--- src/rtl/core/fps_pkg.sv ---
// shared types and constants for the fifo process scheduler
// no dependencies; imported by fps_ptab, fps_rdq, fifo_process_scheduler, fps_checker and the testbench top

package fps_pkg;

    // stream payload widths
    localparam int IN_TDATA_W  = 16;
    localparam int OUT_TDATA_W = 8;

    // request opcodes
    typedef enum logic [2:0] {
        OP_START   = 3'd0,
        OP_READY   = 3'd1,
        OP_PREEMPT = 3'd2,
        OP_BLOCK   = 3'd3,
        OP_SCHED   = 3'd4
    } t_opcode;

    // process states held in the process table
    typedef enum logic [1:0] {
        PS_UNUSED  = 2'd0,
        PS_READY   = 2'd1,
        PS_RUNNING = 2'd2,
        PS_WAITING = 2'd3
    } t_pstate;

    // result status codes
    typedef enum logic [1:0] {
        RS_OK     = 2'd0,
        RS_REJECT = 2'd1,
        RS_EMPTY  = 2'd2,
        RS_FULL   = 2'd3
    } t_status;

    // input request, last field in the lowest bits
    typedef struct packed {
        logic [2:0] pad;
        logic [3:0] priority_in;
        logic [5:0] process_id;
        logic [2:0] opcode;
    } t_in_item;

    // result item, last field in the lowest bits
    typedef struct packed {
        logic       pad;
        logic       next_valid;
        logic [3:0] next_process;
        t_status    status;
    } t_out_item;

    // ready queue control from the sequencer
    typedef struct packed {
        logic rd;    // read the head slot
        logic push;  // append an id at the tail
        logic pop;   // drop the head slot
    } t_rdq_ctl;

    // ready queue flags back to the sequencer
    typedef struct packed {
        logic empty;
        logic full;
    } t_rdq_flags;

endpackage

--- src/rtl/core/fps_ptab.sv ---
// process state table: one synchronous memory with per-entry valid bits
// depends on fps_pkg; an entry never written reads as unused

module fps_ptab #(
    parameter int NUM_PROCESSES = 16
) (
    input  logic                         i_clk,
    input  logic                         i_rst_n,
    input  logic                         i_rd_en,
    input  logic [$clog2(NUM_PROCESSES)-1:0] i_rd_addr,
    output fps_pkg::t_pstate             o_rd_state,
    input  logic                         i_wr_en,
    input  logic [$clog2(NUM_PROCESSES)-1:0] i_wr_addr,
    input  fps_pkg::t_pstate             i_wr_state
);
    import fps_pkg::*;

    t_pstate r_mem [NUM_PROCESSES];
    logic [NUM_PROCESSES-1:0] r_vld;
    t_pstate r_rd_data;
    logic    r_rd_vld;

    // memory array, no reset
    always_ff @(posedge i_clk) begin
        if (i_wr_en) begin
            r_mem[i_wr_addr] <= i_wr_state;
        end
        if (i_rd_en) begin
            r_rd_data <= r_mem[i_rd_addr];
        end
    end

    // valid bits stand for the all-unused reset of the table
    always_ff @(posedge i_clk) begin
        if (!i_rst_n) begin
            r_vld    <= '0;
            r_rd_vld <= 1'b0;
        end else begin
            if (i_wr_en) begin
                r_vld[i_wr_addr] <= 1'b1;
            end
            if (i_rd_en) begin
                r_rd_vld <= r_vld[i_rd_addr];
            end
        end
    end

    assign o_rd_state = r_rd_vld ? r_rd_data : PS_UNUSED;

    // a written entry stays valid
    a_vld_set: assert property (@(posedge i_clk) disable iff (!i_rst_n)
        i_wr_en |=> r_vld[$past(i_wr_addr)])
        else $error("ptab: written entry not marked valid");

endmodule

--- src/rtl/core/fps_rdq.sv ---
// fifo ready queue of process ids: circular memory with head, tail and count
// depends on fps_pkg; head and tail return to zero when the queue drains

module fps_rdq #(
    parameter int NUM_PROCESSES = 16
) (
    input  logic                             i_clk,
    input  logic                             i_rst_n,
    input  fps_pkg::t_rdq_ctl                i_ctl,
    input  logic [$clog2(NUM_PROCESSES)-1:0] i_push_id,
    output logic [$clog2(NUM_PROCESSES)-1:0] o_head_id,
    output fps_pkg::t_rdq_flags              o_flags
);
    import fps_pkg::*;

    localparam int SW = $clog2(NUM_PROCESSES);
    localparam int CW = $clog2(NUM_PROCESSES + 1);
    localparam logic [SW-1:0] LAST_SLOT = SW'(NUM_PROCESSES - 1);
    localparam logic [CW-1:0] DEPTH     = CW'(NUM_PROCESSES);

    logic [SW-1:0] r_mem [NUM_PROCESSES];
    logic [SW-1:0] r_rd_data;
    logic [SW-1:0] r_head, n_head;
    logic [SW-1:0] r_tail, n_tail;
    logic [CW-1:0] r_count, n_count;
    logic          do_push, do_pop;

    assign o_flags.empty = (r_count == '0);
    assign o_flags.full  = (r_count == DEPTH);
    assign do_push = i_ctl.push && !o_flags.full;
    assign do_pop  = i_ctl.pop && !o_flags.empty;

    // id memory, synchronous read of the head slot
    always_ff @(posedge i_clk) begin
        if (do_push) begin
            r_mem[r_tail] <= i_push_id;
        end
        if (i_ctl.rd) begin
            r_rd_data <= r_mem[r_head];
        end
    end

    assign o_head_id = r_rd_data;

    // pointer and count update
    always_comb begin
        n_head  = r_head;
        n_tail  = r_tail;
        n_count = r_count;
        if (do_push) begin
            n_tail  = (r_tail == LAST_SLOT) ? '0 : r_tail + 1'b1;
            n_count = r_count + 1'b1;
        end else if (do_pop) begin
            n_count = r_count - 1'b1;
            if (r_count == CW'(1)) begin
                n_head = '0;
                n_tail = '0;
            end else begin
                n_head = (r_head == LAST_SLOT) ? '0 : r_head + 1'b1;
            end
        end
    end

    always_ff @(posedge i_clk) begin
        if (!i_rst_n) begin
            r_head  <= '0;
            r_tail  <= '0;
            r_count <= '0;
        end else begin
            r_head  <= n_head;
            r_tail  <= n_tail;
            r_count <= n_count;
        end
    end

    // count never passes the depth
    a_count_max: assert property (@(posedge i_clk) disable iff (!i_rst_n)
        r_count <= DEPTH)
        else $error("rdq: count above depth");

    // an empty queue has both pointers at slot zero
    a_empty_clean: assert property (@(posedge i_clk) disable iff (!i_rst_n)
        o_flags.empty |-> (r_head == '0) && (r_tail == '0))
        else $error("rdq: empty queue with stale pointers");

    // push and pop are never requested together
    a_one_op: assert property (@(posedge i_clk) disable iff (!i_rst_n)
        !(i_ctl.push && i_ctl.pop))
        else $error("rdq: push and pop in one cycle");

endmodule

--- src/rtl/core/fifo_process_scheduler.sv ---
// fifo process scheduler top level: request sequencer and result register
// depends on fps_pkg, fps_ptab and fps_rdq
//
// Usage:
//   slave channel (i_s_*) takes one request per accepted item: opcode, process id
//   and priority. master channel (o_m_*) returns exactly one result per request:
//   status, next process id and its valid flag, in request order.
//   start registers an unused id as waiting, ready and preempt append the id to
//   the fifo ready queue, block marks it waiting, schedule pops the oldest id.
//   order: an accepted request is captured in the request registers, executed in
//   S_EXEC, and its result is loaded into the result register behind o_m_tvalid.
//   flow: the process table and the queue memory are read synchronously, so each
//   request has a read step and then an update and write back step; o_s_tready is
//   high only while no request is in flight, so a new request is taken only after
//   the last one is through.
//   stall: the result register keeps its item while i_m_tready is low; a finished
//   result then waits in a holding slot and o_s_tready stays low until the
//   register frees.
//   reset: synchronous, active low. all processes read as unused, the queue is
//   empty, no result is pending.

module fifo_process_scheduler #(
    parameter int NUM_PROCESSES = 16,
    parameter int TOP_PRIORITY  = 7
) (
    input  logic                               i_clk,
    input  logic                               i_rst_n,
    // opcode[2:0], process_id[8:3], priority_in[12:9], zero pad[15:13]
    input  logic [fps_pkg::IN_TDATA_W-1:0]     i_s_tdata,
    input  logic                               i_s_tvalid,
    output logic                               o_s_tready,
    // status[1:0], next_process[5:2], next_valid[6], zero pad[7]
    output logic [fps_pkg::OUT_TDATA_W-1:0]    o_m_tdata,
    output logic                               o_m_tvalid,
    input  logic                               i_m_tready
);
    import fps_pkg::*;

    localparam int IW = $clog2(NUM_PROCESSES);

    typedef enum logic [2:0] {
        S_IDLE = 3'b001,
        S_EXEC = 3'b010,
        S_HOLD = 3'b100
    } t_fsm;

    t_fsm       r_state, n_state;
    t_in_item   in_item;
    t_opcode    r_op;
    logic [5:0] r_pid;
    logic [3:0] r_pri;
    t_out_item  res, r_pend, r_out;
    logic       r_out_valid;
    logic       accept, can_load, load_out;
    logic       id_ok, pri_ok;

    t_pstate    tab_state;
    logic       tab_wr_en;
    logic [IW-1:0] tab_wr_addr;
    t_pstate    tab_wr_state;

    t_rdq_ctl   q_ctl;
    t_rdq_flags q_flags;
    logic [IW-1:0] q_head_id;

    assign in_item    = t_in_item'(i_s_tdata);
    assign o_s_tready = (r_state == S_IDLE);
    assign accept     = i_s_tvalid && o_s_tready;

    // process state table
    fps_ptab #(
        .NUM_PROCESSES(NUM_PROCESSES)
    ) u_ptab (
        .i_clk      (i_clk),
        .i_rst_n    (i_rst_n),
        .i_rd_en    (accept),
        .i_rd_addr  (in_item.process_id[IW-1:0]),
        .o_rd_state (tab_state),
        .i_wr_en    (tab_wr_en),
        .i_wr_addr  (tab_wr_addr),
        .i_wr_state (tab_wr_state)
    );

    // ready queue
    fps_rdq #(
        .NUM_PROCESSES(NUM_PROCESSES)
    ) u_rdq (
        .i_clk     (i_clk),
        .i_rst_n   (i_rst_n),
        .i_ctl     (q_ctl),
        .i_push_id (r_pid[IW-1:0]),
        .o_head_id (q_head_id),
        .o_flags   (q_flags)
    );

    // capture the request, table reads are issued in the same cycle
    always_ff @(posedge i_clk) begin
        if (accept) begin
            r_op  <= t_opcode'(in_item.opcode);
            r_pid <= in_item.process_id;
            r_pri <= in_item.priority_in;
        end
    end

    assign id_ok  = ({1'b0, r_pid} < 7'(NUM_PROCESSES));
    assign pri_ok = (r_pri <= 4'(TOP_PRIORITY));

    // decode and modify, write back in the execute cycle
    always_comb begin
        res          = '0;
        res.status   = RS_REJECT;
        tab_wr_en    = 1'b0;
        tab_wr_addr  = r_pid[IW-1:0];
        tab_wr_state = PS_WAITING;
        q_ctl        = '0;
        q_ctl.rd     = accept;
        if (r_state == S_EXEC) begin
            unique case (r_op)
                OP_START: begin
                    if (id_ok && pri_ok && tab_state == PS_UNUSED) begin
                        tab_wr_en  = 1'b1;
                        res.status = RS_OK;
                    end
                end
                OP_READY, OP_PREEMPT: begin
                    if (id_ok) begin
                        if (q_flags.full) begin
                            res.status = RS_FULL;
                        end else begin
                            q_ctl.push   = 1'b1;
                            tab_wr_en    = 1'b1;
                            tab_wr_state = PS_READY;
                            res.status   = RS_OK;
                        end
                    end
                end
                OP_BLOCK: begin
                    if (id_ok) begin
                        tab_wr_en  = 1'b1;
                        res.status = RS_OK;
                    end
                end
                OP_SCHED: begin
                    if (q_flags.empty) begin
                        res.status = RS_EMPTY;
                    end else begin
                        q_ctl.pop        = 1'b1;
                        tab_wr_en        = 1'b1;
                        tab_wr_addr      = q_head_id;
                        tab_wr_state     = PS_RUNNING;
                        res.next_process = 4'(q_head_id);
                        res.next_valid   = 1'b1;
                        res.status       = RS_OK;
                    end
                end
                default: begin
                    res.status = RS_REJECT;
                end
            endcase
        end
    end

    // sequencer
    assign can_load = !r_out_valid || i_m_tready;
    assign load_out = can_load && (r_state == S_EXEC || r_state == S_HOLD);

    always_comb begin
        n_state = r_state;
        unique case (r_state)
            S_IDLE: if (accept) n_state = S_EXEC;
            S_EXEC: n_state = can_load ? S_IDLE : S_HOLD;
            S_HOLD: if (can_load) n_state = S_IDLE;
            default: n_state = S_IDLE;
        endcase
    end

    always_ff @(posedge i_clk) begin
        if (!i_rst_n) begin
            r_state     <= S_IDLE;
            r_out_valid <= 1'b0;
        end else begin
            r_state <= n_state;
            if (load_out) begin
                r_out_valid <= 1'b1;
            end else if (i_m_tready) begin
                r_out_valid <= 1'b0;
            end
        end
    end

    // result register and holding slot
    always_ff @(posedge i_clk) begin
        if (r_state == S_EXEC) begin
            r_pend <= res;
        end
        if (load_out) begin
            r_out <= (r_state == S_EXEC) ? res : r_pend;
        end
    end

    assign o_m_tdata  = r_out;
    assign o_m_tvalid = r_out_valid;

    // an accepted request executes in the next cycle
    a_exec_next: assert property (@(posedge i_clk) disable iff (!i_rst_n)
        accept |=> r_state == S_EXEC)
        else $error("fps: accepted request did not execute");

    // a result is held back only while the output register is occupied
    a_hold_busy: assert property (@(posedge i_clk) disable iff (!i_rst_n)
        (r_state == S_HOLD) |-> r_out_valid)
        else $error("fps: result held with free output register");

    // a stalled result stays put
    a_out_stable: assert property (@(posedge i_clk) disable iff (!i_rst_n)
        (o_m_tvalid && !i_m_tready) |=> o_m_tvalid && $stable(o_m_tdata))
        else $error("fps: result changed under stall");

endmodule

--- config.mk ---
export PLATFORM = sky130hd
export DESIGN_NAME = fifo_process_scheduler
export DESIGN_NICKNAME = d
export VERILOG_FILES = /design/src/rtl/core/fps_pkg.sv /design/src/rtl/core/fps_ptab.sv /design/src/rtl/core/fps_rdq.sv /design/src/rtl/core/fifo_process_scheduler.sv
export SDC_FILE = /design/constraint.sdc
export NUM_CORES = 1
export LEC_CHECK = 0
export ABC_AREA = 1
export BUFFER_PORTS_ARGS = -buffer_cell sky130_fd_sc_hd__buf_2
export CAP_MARGIN = 10
export CORE_AREA = 2 2 134 136
export CTS_BUF_LIST = sky130_fd_sc_hd__clkbuf_8
export DETAILED_ROUTE_END_ITERATION = 12
export DIE_AREA = 0 0 136 138
export GPL_ROUTABILITY_DRIVEN = 0
export PLACE_DENSITY = 0.55
export SYNTH_ARGS = -nofsm -noshare
export SYNTH_HDL_FRONTEND = slang
export SYNTH_SLANG_ARGS = --single-unit
--- constraint.sdc ---
create_clock -name i_clk -period 4.2 [get_ports i_clk]
set_input_delay 0.63 -clock i_clk [delete_from_list [all_inputs] [get_ports i_clk]]
set_output_delay 0.63 -clock i_clk [all_outputs]
set_load 0.05 [all_outputs]
==> metrics.cfg, run 1 <==
[setup_path]
critPathMaxFanout=13
arrival_ns=2.81
crit_start=u_rdq.r_count[0]
reg2reg_to=u_ptab.r_mem[0][1]
rrSetupSlack_ns=1.49
cp-end-kind=register
worstPathRequired_ns=4.30
reg2reg_from=u_rdq.r_count[0]
criticalPathCategory=reg2reg
cp-endpoint=u_ptab.r_mem[0][1]
r2r_cells=9
cp-start-kind=register

[global_route]
grt_max_degree=35
grt_pass1_vias=4535
antenna_found_initial=1
grt_first_pass_wirelength_um=24000
gr-total-overflow=0
grt_usage=0.168

[job]
maxCapViolCount=0

[clock_network]
clk_pin_slew_ns=0.09
clock-sinks=162
cts_tree=yes
cts_root_buffer=clkbuf_8
post_cts_buffers=0
clockBufferDepth=2
ctsHoldBuffers=0
clkLatencyLatePin_ns=0.45
h-tree-depth=4
cts_inserted_buffers=17
cts_resized=0

[die]
die_w_um=136
die_area_um2=18800
die_h_um=138
ios=30
fp.coreArea_um2=17500
core.rowCount=49
start_util=0.386

[route]
wire_per_inst_um=16.7
drcViolationCount=0
drtPass1Iterations=4
ant_nets=0
viasPerCell=5.12
routed_wl_um=15000
drt_iter0_markers=479
num_vias=4613

[sta]
finalWorstSetupSlack_ns=1.49
max_freq_mhz=369
min_period_ns=2.71
relSlewSlack=0.376
worstMarginPinSlew_ns=0.935
period_share=0.645
finalMaxSlewViolations=0
tns_ns=0
finClkSkew_ns=0.0145
setup_viol=0
hold_violations=0
rsz0062_at_grt=no

[status]
status=finished clean

[yosys]
yosys-top-cells-area=edfxtp_1 53%, dfxtp_1 12%, o21ai_0 4.7%
ys_seq_elements=162
yosysTopAreaCellShare=0.532
synth_area_um2=6780
netlist_instances=635
synth_largest_area_cell=edfxtp_1
synth_area_per_cell_um2=10.7
yosysWarningCount=0
yosysSeqAreaShare=0.656
syn_nets=664
synth.distinct_cells=32

[hold_path]
hp-start=i_s_tdata[1]
hold_class=in2reg

[layout]
final_common_cell=edfxtp_1
final_area_um2=7520
area_delta_synth_final_pct=11.0
drive_gt1_frac=0.131
layout_common_cells=120 x edfxtp_1, 81 x nor2_1, 77 x nand2_1, 64 x inv_1, 64 x o21ai_0
n_antenna_cell=0
nets=688
fill_cells=1653

[power]
vdd_drop_max_v=0.000203
power_density_nw_per_um2=405
leakage_uw=0.00284

[placement]
dp_hpwl_um=10100
place_area_um2=7110
place_ws_ns=1.61
place.port_buffers=23

## through the flow
stage	hold slack [ns]	std cells	util	power (µW)
global placement	0.421	869	0.406	1920
floorplan	0.405	635	-	1870
detailed placement	0.438	869	0.406	1920
finish	0.355	901	0.429	3050
global route	0.320	901	0.429	3160
CTS	0.321	901	0.429	3070
## synthesized netlist by cell type
cell	number
a21oi_2	1
o31ai_1	1
nor2_1	81
and2_1	1
buf_4	2
nor2_4	4
o221ai_1	14
o22ai_1	11
inv_1	64
clkinv_1	1
o211ai_1	10
o21ai_0	64
ha_1	9
dfxtp_1	42
edfxtp_1	120
nor3_1	8
nand2_2	5
clkbuf_1	16
nand4_1	4
nor2_2	10
nand3_4	2
o2111ai_1	1
buf_2	2
a21oi_1	32
buf_1	1
nand3_2	1
nand2_1	77
a211oi_1	2
o21ai_2	1
inv_2	5
nand3_1	42
nand4_2	1
## how the worst min path moves through the flow
stage / end / slack (ns) / depth (start not counted)
2_1_floorplan: r_pend[7] / 0.40 / 2
3_3_place_gp: r_pend[7] / 0.42 / 2
3_5_place_dp: r_pend[6] / 0.44 / 2
4_1_cts: r_pid[5] / 0.32 / 1
5_1_grt: r_op[1] / 0.32 / 1
6_report: r_op[1] / 0.35 / 1
## cell type report
cell class | instances | area, µm² | share of cell area
inverter | 70 | 263 | 0.0349
clock inverter | 15 | 175 | 0.0233
clock buffer | 17 | 234 | 0.0311
timing repair buffer | 26 | 138 | 0.0183
multi-input combinational | 382 | 1980 | 0.263
sequential | 162 | 4440 | 0.591
tap | 229 | 287 | 0.0381
## kinds of logic (layout without fill, tap and decap cells)
family                   after synthesis  in the layout  synth area share
buffers and inverters                 91            128            0.0519
flip-flops                           162            162             0.656
AO/OA/AOI/OAI                        137            137             0.117
AND/OR/NAND/NOR                      236            236             0.158
adder cells (fa/ha/maj)                9              9            0.0166
## state kept, by name, indices dropped and copies added (netlist names)
signal,cells
r_state,3
u_ptab.r_vld,16
r_pri,1
r_op,3
u_rdq.r_count,5
o_m_tvalid,1
u_ptab.r_rd_data,2
r_pend,8
u_ptab.r_rd_vld,1
r_pid,6
u_rdq.r_tail,4
u_rdq.r_head,4
u_ptab.r_mem,32
o_m_tdata,8
u_rdq.r_mem,64
u_rdq.o_head_id,4
## power breakdown
group	switching (µW)	internal (µW)	total, µW
logic	90.1	33.4	123
registers	24.5	1740	1760
clock network	617	546	1160
total	731	2320	3050
## worst max-delay path, stage by stage (launching register included)
cell and delay [ns]:
dfxtp_1 0.44, inv_1 0.11, ha_1 0.27, nand3_4 0.15
nand2_1 0.09, o21ai_2 0.06, nor2_1 0.07, nor2_2 0.43
nand3_1 0.30, nor3_1 0.43
## per-layer routing
| layer | track usage | vias to the layer above | share of wire |
|---|---|---|---|
| met5 | 0 | - | 0 |
| met4 | 0.0592 | 0 | 0.016 |
| met3 | 0.0447 | 19 | 0.050 |
| met2 | 0.258 | 134 | 0.47 |
| met1 | 0.231 | 2197 | 0.47 |
| li1 | - | 2263 | - |
No activity file was read; power rests on OpenSTA's default activity.
==> run 2, diff against run 1 <==
Settings changed: PLACE_DENSITY 0.55 to 0.57.
Clock period 4.2 ns to 2.2 ns, I/O delays scaled along.
==> metrics.cfg, run 2 (synthesis gave the netlist of run 1 again) <==
[clock_network]
h-tree-depth=4
cts_root_buffer=clkbuf_8
ctsHoldBuffers=0
clockBufferDepth=2
cts_resized=0
clkLatencyLatePin_ns=0.46
cts_inserted_buffers=17
clock-sinks=162
post_cts_buffers=0
clk_pin_slew_ns=0.09
cts_tree=yes

[route]
viasPerCell=5.18
ant_nets=0
drtPass1Iterations=5
num_vias=4759
routed_wl_um=15200
wire_per_inst_um=16.6
drt_iter0_markers=485
drcViolationCount=0

[layout]
reg_top3=u_rdq.r_mem: 64 flops, u_ptab.r_mem: 32 flops, u_ptab.r_vld: 16 flops
layout_common_cells=120 x edfxtp_1, 79 x nor2_1, 77 x nand2_1, 64 x inv_1, 64 x o21ai_0
final_common_cell=edfxtp_1
utilization=0.437
nets=705
fill_cells=1682
drive_gt1_frac=0.157
area_delta_synth_final_pct=13.1
n_antenna_cell=0
top_register=u_rdq.r_mem
largest_reg_flops=64

[setup_path]
reg2reg_to=u_ptab.r_mem[4][0]
arrival_ns=2.24
r2r_cells=9
worstPathCellList=inv_1 -> ha_1 -> nand3_4 -> nand3_4 -> nand2_1 -> nand2_2 -> inv_1 -> nand3_1 -> nor3_1
reg2reg_from=u_rdq.r_count[1]
rrSetupSlack_ns=0.09
max_stage_delay_ns=0.39
crit_start=u_rdq.r_count[1]
worstPathRequired_ns=2.33
path_buf_inv=2
cp-end-kind=register
crit_family=simple AND/OR/NAND/NOR gates
critPathMaxFanout=7
cp-start-kind=register
cp-endpoint=u_ptab.r_mem[4][0]
criticalPathCategory=reg2reg
cp.depth=9
slowest_stage=dfxtp_1

[power]
leakage_uw=0.00293
power_density_nw_per_um2=754
vdd_drop_max_v=0.000391

[sta]
finalWorstSetupSlack_ns=0.0923
setup_viol=0
min_period_ns=2.11
finClkSkew_ns=0.0158
rsz0062_at_grt=yes
worstMarginPinSlew_ns=0.868
period_share=0.958
relSlewSlack=0.420
max_freq_mhz=474
finalMaxSlewViolations=0
hold_violations=0

[die]
ios=30
die_w_um=136
fp.coreArea_um2=17500
start_util=0.386
die_h_um=138
die_area_um2=18800
core.rowCount=49

[global_route]
gr-total-overflow=0
grt_first_pass_wirelength_um=24100
grt_max_degree=35
antenna_found_initial=0
grt_pass1_vias=4652
grt_usage=0.171

[hold_path]
hold_class=in2reg

[status]
status=finished clean

[placement]
place.port_buffers=23
dp_hpwl_um=10300
place_ws_ns=0.120

[job]
maxCapViolCount=0

==> run 2: worst min path at each step <==
| stage | to | cells after the start | slack (ns) | startpoint |
|---|---|---|---|---|
| after floorplan | r_pend[7] | 2 | 0.40 | r_pend[7] |
| after global placement | r_pend[7] | 2 | 0.42 | r_pend[7] |
| after detailed placement | r_pend[7] | 2 | 0.43 | r_pend[7] |
| after CTS | r_pid[5] | 1 | 0.02 | i_s_tdata[8] |
| after global routing | r_pid[5] | 1 | 0.01 | i_s_tdata[8] |
| final | r_pid[5] | 1 | 0.05 | i_s_tdata[8] |
==> run 2: stage by stage <==
stage          area (µm²)  hold slack [ns]  setup TNS [ns]  total power (µW)  instances
6_report             7660           0.0466               0              5780        918
5_1_grt              7660           0.0106          -0.224              6000        918
4_1_cts              7650           0.0177               0              5840        918
3_5_place_dp         7250            0.426               0              3690        886
3_3_place_gp         7250            0.422               0              3680        886
2_1_floorplan        6780            0.405               0              3580        635
==> run 2: worst register-to-register path, cell delays in order (launching register included) <==
cell     delay [ns]
dfxtp_1        0.39
inv_1          0.09
ha_1           0.24
nand3_4        0.15
nand3_4        0.11
nand2_1        0.09
nand2_2        0.08
inv_1          0.10
nand3_1        0.19
nor3_1         0.32
==> run 2: layout make-up <==
class	count	area [µm²]	area share
inverter	70	263	0.0343
clock inverter	11	118	0.0154
tap	229	287	0.0374
timing repair buffer	43	265	0.0346
clock buffer	21	289	0.0377
multi-input combinational	382	1990	0.260
sequential	162	4440	0.580
==> run 2: report_power, final <==
group	internal [µW]	total, µW	leakage (µW)	switching [µW]
Sequential	3310	3330	0.00152	18.1
Combinational	74.7	284	0.00121	209
Clock	1040	2160	0.000207	1120
==> run 2: metal layers <==
layer,global-route usage,part of all wire
met1,0.225,0.45
met2,0.265,0.47
met3,0.0473,0.063
met4,0.0696,0.021
met5,0,0
==> run 3, diff against run 2 <==
Settings changed: ABC_AREA 1 to 0.
==> metrics.cfg, run 3 <==
[placement]
place.port_buffers=23
dp_hpwl_um=9810
place_ws_ns=-0.119
dp.cells=754

[layout]
top_register=u_rdq.r_mem
drive_gt1_frac=0.379
largest_reg_flops=64
n_antenna_cell=0
final_cells=797
reg_top3=u_rdq.r_mem: 64 flops, u_ptab.r_mem: 32 flops, u_ptab.r_vld: 16 flops
final_common_cell=edfxtp_1
area_delta_synth_final_pct=21.6
layout_common_cells=120 x edfxtp_1, 71 x buf_4, 40 x dfxtp_1, 34 x mux4_2, 34 x nand2_1
nets=584

[yosys]
yosys-top-cells-area=edfxtp_1 53%, dfxtp_1 12%, mux4_2 11%
yosysSeqAreaShare=0.655
synth_most_common_cell=edfxtp_1
syn_nets=486
synth_edf_count=120
netlist_instances=457
yosys-top-cells-count=120 x edfxtp_1, 42 x dfxtp_1, 40 x nor2_1
synth_area_per_cell_um2=14.9
yosysWarningCount=0
synth_area_um2=6790
synth_largest_area_cell=edfxtp_1
synth.distinct_cells=60
ys_seq_elements=162
yosysTopAreaCellShare=0.531
async_flop_share=0
synthFlopType=edfxtp_1

[global_route]
antenna_found_initial=0
grt_first_pass_wirelength_um=22100
gr-total-overflow=0
grt_usage=0.158
grt_max_degree=23
grt_pass1_vias=4100

[sta]
finalWorstSetupSlack_ns=0.0208
rsz0062_at_grt=yes
period_share=0.991
finalMaxSlewViolations=0
min_period_ns=2.18
finClkSkew_ns=0.0183
tns_ns=0
worstMarginPinSlew_ns=0.439
relSlewSlack=0.705
setup_viol=0
max_freq_mhz=459
hold_violations=0

[die]
core.rowCount=49
ios=30
start_util=0.387
die_h_um=138
die_w_um=136
die_area_um2=18800
fp.coreArea_um2=17500

[hold_path]
hold_class=in2reg

[setup_path]
max_stage_delay_ns=0.42
criticalPathCategory=reg2reg
cp-end-kind=register
critPathMaxFanout=5
arrival_ns=2.35
worstPathCellList=or3b_4 -> nor3_4 -> buf_6 -> inv_6 -> mux2i_2 -> nor4_2 -> buf_4
slowest_stage=or3b_4
worstPathRequired_ns=2.37
cp-start-kind=register

[power]
leakage_uw=0.00288
power_density_nw_per_um2=673
vdd_drop_max_v=0.000442

[route]
viasPerCell=5.20
num_vias=4145
wire_per_inst_um=17.9
drcViolationCount=0
drt_iter0_markers=230
ant_nets=0
drtPass1Iterations=5
routed_wl_um=14300

[clock_network]
clk_pin_slew_ns=0.09
clock-sinks=162
cts_root_buffer=clkbuf_8
clockBufferDepth=2
h-tree-depth=4
cts_inserted_buffers=17
cts_tree=yes
clkLatencyLatePin_ns=0.46

[status]
status=finished clean

[job]
maxCapViolCount=0

run 3: changes by cell type after synthesis, moves of 8 or more:
cell | before | now
nor2_1 | 81 | 40
nand3_1 | 42 | 3
o22ai_1 | 11 | 1
nor2_2 | 10 | 1
a21oi_1 | 32 | 15
inv_1 | 64 | 7
o21ai_1 | 0 | 8
o221ai_1 | 14 | 0
nand2_1 | 77 | 34
o211ai_1 | 10 | 0
mux4_2 | 0 | 34
o21ai_0 | 64 | 11
nor2b_1 | 0 | 9
run 3: timing repair:
item | CTS | global route
pin swaps | 6 | 11
hold buffers | 0 | 0
resized for setup | 15 | 35
endpoints found under the setup margin | 34 | 54
cloned | 0 | 2
setup buffers | 4 | 6
run 3: routing by layer:
layer,global-route usage,part of all wire
met1,0.200,0.43
met2,0.262,0.50
met3,0.0425,0.047
met4,0.0570,0.024
met5,0,0
run 3: logic make-up (layout without fill, tap and decap cells):
logic type,after synthesis,after routing,synth area share
flops,162,162,0.655
compound gates,67,68,0.0643
fa+ha+maj,9,9,0.0166
mux,40,40,0.123
simple gates,142,142,0.112
xor+xnor,6,6,0.00774
buf+inv,31,141,0.0221
run 3: path summary, 6_finish.rpt:
kind	startpoint	to	slack, ns	cells after the start
max	r_op[1]	u_ptab.r_mem[4][1]	0.02	7
min	i_s_tdata[8]	r_pid[5]	0.04	1
max reg2reg	r_op[1]	u_ptab.r_mem[4][1]	0.02	7
min reg2reg	r_pend[6]	r_pend[6]	0.45	2
run 3: cell type report:
cell class	count	area, µm²
clock inverters	15	123
inverters	8	35.0
fillers	1562	9280
well taps	229	287
flip-flops and latches	162	4450
repair buffers	100	724
clock buffers	17	234
multi-input cells	265	2400
repair inverters	1	7.51
run 3: critical path, delay by kind of cell, from the launching register on:
| family | cells | cell delay [ns] |
|---|---|---|
| muxes | 1 | 0.17 |
| buffers and inverters | 3 | 0.40 |
| DFF | 1 | 0.39 |
| and+or+nand+nor | 3 | 0.93 |
run 3: power breakdown:
group / internal [µW] / switching [µW]
Combinational: 96.0 / 165
Sequential: 3300 / 24.0
Clock: 809 / 1160
run 3: stage by stage:
stage	cell area, µm²	util	hold WS (ns)	power, µW
after detailed placement	7600	0.434	0.440	3630
after CTS	8060	0.459	0.0123	5600
after global placement	7600	0.434	0.427	3620
after floorplan	6800	-	0.414	3530
after global routing	8250	0.471	0.00451	5780
final	8250	0.471	0.0412	5550
